===== src/rtl/bpcm_pkg.sv =====
// ----------------------------------------------------------------------------
// bpcm_pkg
// Shared types, constants and term tables for the bivariate polynomial
// current model.
// ----------------------------------------------------------------------------
package bpcm_pkg;

    // fixed term count and default number format
    localparam int NUM_TERMS          = 23;
    localparam int FRAC_BITS_DEFAULT  = 16;
    localparam int DATA_WIDTH_DEFAULT = 32;

    // field widths
    localparam int VAL_W     = 32;
    localparam int STD_W     = 31;
    localparam int IDX_W     = 5;
    localparam int POW_W     = 3;
    localparam int CFG_IDX_W = 2;

    // input tdata layout, lowest bit first
    localparam int IN_TDATA_W = 104;
    localparam int COEF_IDX_LSB = 0;
    localparam int COEF_VAL_LSB = COEF_IDX_LSB + IDX_W;
    localparam int TORQUE_LSB   = COEF_VAL_LSB + VAL_W;
    localparam int SPEED_LSB    = TORQUE_LSB + VAL_W;

    // request kinds carried on tuser
    localparam logic REQ_LOAD = 1'b0;
    localparam logic REQ_EVAL = 1'b1;

    // configuration register indexes
    localparam logic [CFG_IDX_W-1:0] CFG_TORQUE_MEAN    = 2'd0;
    localparam logic [CFG_IDX_W-1:0] CFG_TORQUE_INV_STD = 2'd1;
    localparam logic [CFG_IDX_W-1:0] CFG_SPEED_MEAN     = 2'd2;
    localparam logic [CFG_IDX_W-1:0] CFG_SPEED_INV_STD  = 2'd3;

    // highest power held per variable
    localparam logic [POW_W-1:0] POW_MAX = 3'd6;

    typedef logic [IDX_W-1:0] term_idx_t;
    typedef logic [POW_W-1:0] pow_t;

    // exponent of x for each term
    function automatic pow_t pow_x(input term_idx_t idx);
        pow_t p;
        case (idx)
            5'd1:    p = 3'd1;
            5'd3:    p = 3'd2;
            5'd5:    p = 3'd1;
            5'd6:    p = 3'd3;
            5'd8:    p = 3'd2;
            5'd9:    p = 3'd1;
            5'd10:   p = 3'd4;
            5'd12:   p = 3'd3;
            5'd13:   p = 3'd2;
            5'd14:   p = 3'd1;
            5'd15:   p = 3'd5;
            5'd17:   p = 3'd4;
            5'd18:   p = 3'd3;
            5'd19:   p = 3'd2;
            5'd20:   p = 3'd1;
            5'd21:   p = 3'd6;
            default: p = 3'd0;
        endcase
        return p;
    endfunction

    // exponent of y for each term
    function automatic pow_t pow_y(input term_idx_t idx);
        pow_t p;
        case (idx)
            5'd2:    p = 3'd1;
            5'd4:    p = 3'd2;
            5'd5:    p = 3'd1;
            5'd7:    p = 3'd3;
            5'd8:    p = 3'd1;
            5'd9:    p = 3'd2;
            5'd11:   p = 3'd4;
            5'd12:   p = 3'd1;
            5'd13:   p = 3'd2;
            5'd14:   p = 3'd3;
            5'd16:   p = 3'd5;
            5'd17:   p = 3'd1;
            5'd18:   p = 3'd2;
            5'd19:   p = 3'd3;
            5'd20:   p = 3'd4;
            5'd22:   p = 3'd6;
            default: p = 3'd0;
        endcase
        return p;
    endfunction

endpackage


===== src/rtl/bpcm_mulq.sv =====
// ----------------------------------------------------------------------------
// bpcm_mulq
// Shared fixed-point multiplier: round(a*b / 2^FRAC_BITS), ties away from
// zero, saturated to the signed DATA_WIDTH range. It computes one product at a time and takes start only while idle.
// ----------------------------------------------------------------------------
module bpcm_mulq
    import bpcm_pkg::*;
#(
    parameter int FRAC_BITS  = FRAC_BITS_DEFAULT,
    parameter int DATA_WIDTH = DATA_WIDTH_DEFAULT,
    localparam int OPW = (DATA_WIDTH > 33) ? DATA_WIDTH : 33
)
(
    input  logic                         clk,
    input  logic                         rst_n,
    input  logic                         start,
    input  logic signed [OPW-1:0]        a,
    input  logic signed [OPW-1:0]        b,
    output logic                         done,
    output logic signed [DATA_WIDTH-1:0] result
);

    localparam int HW  = (OPW + 1) / 2;
    localparam int HIW = OPW - HW;
    localparam int PW  = 2 * OPW;
    localparam int MFW = PW + 1 - FRAC_BITS;

    localparam logic [1:0] PH_IDLE = 2'd0;
    localparam logic [1:0] PH_LO   = 2'd1;
    localparam logic [1:0] PH_HI   = 2'd2;
    localparam logic [1:0] PH_RND  = 2'd3;

    logic [1:0]                  phase_reg, phase_next;
    logic [OPW-1:0]              ma_reg, mb_reg;
    logic                        neg_reg;
    logic [PW-1:0]               prod_reg;
    logic signed [DATA_WIDTH-1:0] result_reg, result_next;
    logic                        done_reg;

    logic [OPW+HW-1:0]     lo_prod;
    logic [OPW+HIW-1:0]    hi_prod;
    logic [PW:0]           rnd_sum;
    logic [MFW-1:0]        mag_full;
    logic [DATA_WIDTH-1:0] lim;
    logic [DATA_WIDTH-1:0] mag;

    // partial products on the low and high halves of b
    assign lo_prod = ma_reg * mb_reg[HW-1:0];
    assign hi_prod = ma_reg * mb_reg[OPW-1:HW];

    // round to nearest and clamp the magnitude
    always_comb
    begin
        rnd_sum  = {1'b0, prod_reg} + ((PW+1)'(1) << (FRAC_BITS - 1));
        mag_full = MFW'(rnd_sum >> FRAC_BITS);
        lim      = (DATA_WIDTH'(1) << (DATA_WIDTH - 1)) - DATA_WIDTH'(!neg_reg);
        if (mag_full > MFW'(lim))
        begin
            mag = lim;
        end
        else
        begin
            mag = mag_full[DATA_WIDTH-1:0];
        end
        result_next = neg_reg ? $signed(-mag) : $signed(mag);
    end

    // phase sequencing
    always_comb
    begin
        case (phase_reg)
            PH_IDLE: phase_next = start ? PH_LO : PH_IDLE;
            PH_LO:   phase_next = PH_HI;
            PH_HI:   phase_next = PH_RND;
            PH_RND:  phase_next = PH_IDLE;
            default: phase_next = PH_IDLE;
        endcase
    end

    // control registers
    always_ff @(posedge clk or negedge rst_n)
    begin
        if (!rst_n)
        begin
            phase_reg <= PH_IDLE;
            done_reg  <= 1'b0;
        end
        else
        begin
            phase_reg <= phase_next;
            done_reg  <= (phase_reg == PH_RND);
        end
    end

    // datapath registers
    always_ff @(posedge clk)
    begin
        case (phase_reg)
            PH_IDLE:
            begin
                if (start)
                begin
                    ma_reg  <= a[OPW-1] ? OPW'(-a) : OPW'(a);
                    mb_reg  <= b[OPW-1] ? OPW'(-b) : OPW'(b);
                    neg_reg <= a[OPW-1] ^ b[OPW-1];
                end
            end
            PH_LO:   prod_reg <= PW'(lo_prod);
            PH_HI:   prod_reg <= prod_reg + (PW'(hi_prod) << HW);
            PH_RND:  result_reg <= result_next;
            default: ;
        endcase
    end

    assign done   = done_reg;
    assign result = result_reg;

endmodule


===== config.mk =====
export PLATFORM = sky130hd
export DESIGN_NAME = bpcm_mulq
export DESIGN_NICKNAME = d
export VERILOG_FILES = /design/src/rtl/bpcm_pkg.sv /design/src/rtl/bpcm_mulq.sv
export SDC_FILE = /design/constraint.sdc
export NUM_CORES = 2
export LEC_CHECK = 0
export ABC_AREA = 1
export BUFFER_PORTS_ARGS = -buffer_cell sky130_fd_sc_hd__buf_2
export CAP_MARGIN = 40
export CELL_PAD_IN_SITES_DETAIL_PLACEMENT = 1
export CELL_PAD_IN_SITES_GLOBAL_PLACEMENT = 1
export CORE_MARGIN = 1
export CORE_UTILIZATION = 50
export CTS_BUF_LIST = sky130_fd_sc_hd__clkbuf_16
export DETAILED_ROUTE_END_ITERATION = 6
export GPL_TIMING_DRIVEN = 0
export PLACE_DENSITY_LB_ADDON = 0.15
export SLEW_MARGIN = 25
export SYNTH_ARGS = -nofsm -noshare
export SYNTH_HDL_FRONTEND = slang
export SYNTH_SLANG_ARGS = --single-unit

===== constraint.sdc =====
create_clock -name clk -period 9.4 [get_ports clk]
set_input_delay 0.94 -clock clk [delete_from_list [all_inputs] [get_ports clk]]
set_output_delay 0.94 -clock clk [all_outputs]
set_load 0.01 [all_outputs]

==> results_dict.tcl <==
set metrics [dict create \
    fillers 12000 \
    hpwlAfterDp_um 157000 \
    top_layer_used "met4" \
    tns_ps 0 \
    final_layout_size_suffix_gt1_share_pct 6.09 \
    synth_most_common_cell "nand2_1" \
    synth.distinct_cells 58 \
    synthTopCellsByCount "nand2_1 (1707), inv_1 (1586), fa_1 (895)" \
    ys_dominant_reg_cell "edfxtp_1" \
    synth_area_leaders "fa_1 (38%), nand2_1 (13%), inv_1 (13%)" \
    syn_nets 7596 \
    layout.cells.non_filler 7746 \
    syn_inst 6297 \
    ys_ff_latch 153 \
    track_usage_pct 38.6 \
    hold_buffers 0 \
    crit_arrival_ps 9420 \
    cp.required_ps 9680 \
    grt_remaining_overflow 0 \
    cts.sinks 153 \
    ys_seq_area_share_pct 9.62 \
    die_w_um 311 \
    drt-total-wl_um 182000 \
    drt_iter0_markers 3012 \
    vias_per_cell 5.55 \
    r2r_end "prod_reg[63]$_SDFFCE_PN0P_" \
    hold_class "in -> async" \
    synth_top_area_share_pct 37.6 \
    cts.path.max_buffers 2 \
    reg2reg_slack_ps 260 \
    cp_slowest_cell "fa_1" \
    final_max_slew_viol_count 0 \
    ios 102 \
    drc 0 \
    synth_area_um2 47600 \
    path_clk_slew_ps 80 \
    synth.largest_area_cell "fa_1" \
    final_util_pct 54.8 \
    insertion_delay_ps 530 \
    synth-async-reset-ratio_pct 1.96 \
    std_cell_rows 112 \
    cts_inserted_buffers 17 \
    syn2layout_area_growth_pct 7.95 \
    cts_root_buffer "clkbuf_16" \
    ant_nets 0 \
    dp_cells 7697 \
    grt_pass1_wl_um 278000 \
    fin_skew_ps 18.9 \
    routabilityCongestion 0.957 \
    largest_reg_flops 51 \
    endpoint_kind "flip-flop" \
    htree_levels 4 \
    syn_area_per_cell_um2 7.56 \
    drv_cap 0 \
    grt_pass1_vias 47600 \
    maxSlewHeadroom_pct 35.4 \
    min_period_ps 9140 \
    cts_tree "built" \
    met3_wirelength_um 14100 \
    initial_core_util_pct 50.7 \
    worstSetupEndpoint "prod_reg[63]$_SDFFCE_PN0P_" \
    portBuffers 99 \
    r2r_cells 37 \
    synth_edf_count 150 \
    vias 43000 \
    critPathMaxFanout 10 \
    die_y_um 311 \
    met1_length_um 70100 \
    max_clock_freq_mhz 109 \
    crit_type "reg -> reg" \
    cp_common_cell "inv_1" \
    setup_violations 0 \
    max_stage_delay_ps 540 \
    core_um2 93900 \
    period_share_pct 97.3 \
    startpoint "mb_reg[25]$_DFFE_PP_" \
    critPathLaunchType "flip-flop" \
    route.met2.wl_um 84800 \
    synth_warnings 0 \
    grt_start_max_net_pins 58 \
    antenna_found_initial 8 \
    worst_pin_slew_ps 969 \
    nets 7774 \
    finalHoldViolations 0 \
    avgRoutedWirePerCell_um 23.5 \
    status "finished clean" \
    die_area_um2 96500 \
    reg2reg_from "mb_reg[25]$_DFFE_PP_" \
    dr.pass1.iters 6 \
]
-- through the flow --
stage | setup slack, ps | cell area (um^2) | hold slack, ps
3_5_place_dp | -742 | 50300 | 719
5_1_grt | -53.4 | 51400 | 176
2_1_floorplan | 1780 | 47600 | 644
3_3_place_gp | -944 | 49700 | 705
6_report | 258 | 51400 | 198
4_1_cts | 25.2 | 51000 | 172
-- routing by layer --
layer | vias up | track usage [%]
li1 | 18900 | -
met5 | - | 0.0494
met1 | 21900 | 47.5
met3 | 475 | 6.67
met4 | 0 | 24.0
met2 | 1638 | 63.2
-- layout by cell type (no fill, tap or decap), types with 17 or more instances in the layout --
cell type / n
nand2_1: 1707
inv_1: 1585
fa_1: 895
nor2_1: 332
ha_1: 332
a21oi_1: 235
clkbuf_1: 185
o21ai_0: 169
edfxtp_1: 150
nand3_1: 106
buf_2: 101
xor2_1: 86
xnor2_1: 74
clkbuf_2: 67
buf_6: 52
nor3_1: 49
a31oi_1: 47
nand4_1: 24
o21a_1: 23
buf_4: 22
nand2_2: 19
clkbuf_16: 17
-- critical path: cells and delay by family (launching register included) --
| kind | cells | cell delay (ps) |
|---|---|---|
| buffers and inverters | 11 | 1590 |
| xor gates and xnor gates | 1 | 370 |
| AOI/OAI and AO/OA | 12 | 2280 |
| and+or+nand+nor | 5 | 480 |
| adders and majority gates | 8 | 3740 |
| DFF | 1 | 370 |
-- layout make-up --
cell class | instances | area, um^2 | share of cell area (%)
timing repair buffer | 182 | 1460 | 2.84
multi-input combinational | 4263 | 36100 | 70.2
tap | 1254 | 1570 | 3.05
clock inverter | 15 | 174 | 0.338
clock buffer | 17 | 425 | 0.827
sequential | 153 | 4580 | 8.91
inverter | 1594 | 5990 | 11.6
antenna | 4 | 10.0 | 0.0195
buffer | 264 | 1130 | 2.19
-- how the worst min path moves through the flow --
stage          depth (start not counted)  slack (ps)                     end                   start
2_1_floorplan                          0         640          done$_DFF_PN0_                   rst_n
3_3_place_gp                           1         710  prod_reg[16]$_DFFE_PP_  phase_reg[0]$_DFF_PN0_
3_5_place_dp                           1         720  prod_reg[16]$_DFFE_PP_  phase_reg[0]$_DFF_PN0_
4_1_cts                                1         170          done$_DFF_PN0_                   rst_n
5_1_grt                                1         180          done$_DFF_PN0_                   rst_n
6_report                               1         200          done$_DFF_PN0_                   rst_n
-- cell families (layout without fill, tap and decap cells) --
| family | Yosys count | after routing | synth area share (%) |
|---|---|---|---|
| compound gates | 562 | 562 | 6.54 |
| xor+xnor | 164 | 164 | 3.02 |
| fa+ha+maj | 1230 | 1230 | 46.4 |
| buf+inv | 1881 | 2072 | 14.9 |
| flops | 153 | 153 | 9.62 |
| mux | 1 | 1 | 0.0236 |
| other cells | 0 | 4 | 0 |
| simple gates | 2306 | 2306 | 19.5 |
-- what timing repair did --
| item | 4_1_cts | 5_1_grt |
|---|---|---|
| pin swaps | 0 | 1 |
| resized for setup | 36 | 110 |
| endpoints found under the setup margin | 20 | 18 |
| setup buffers | 10 | 14 |
Power is left out: the tool's default activity adds up to more than one toggle a clock period on the data nets, which glitch-free logic cannot reach.
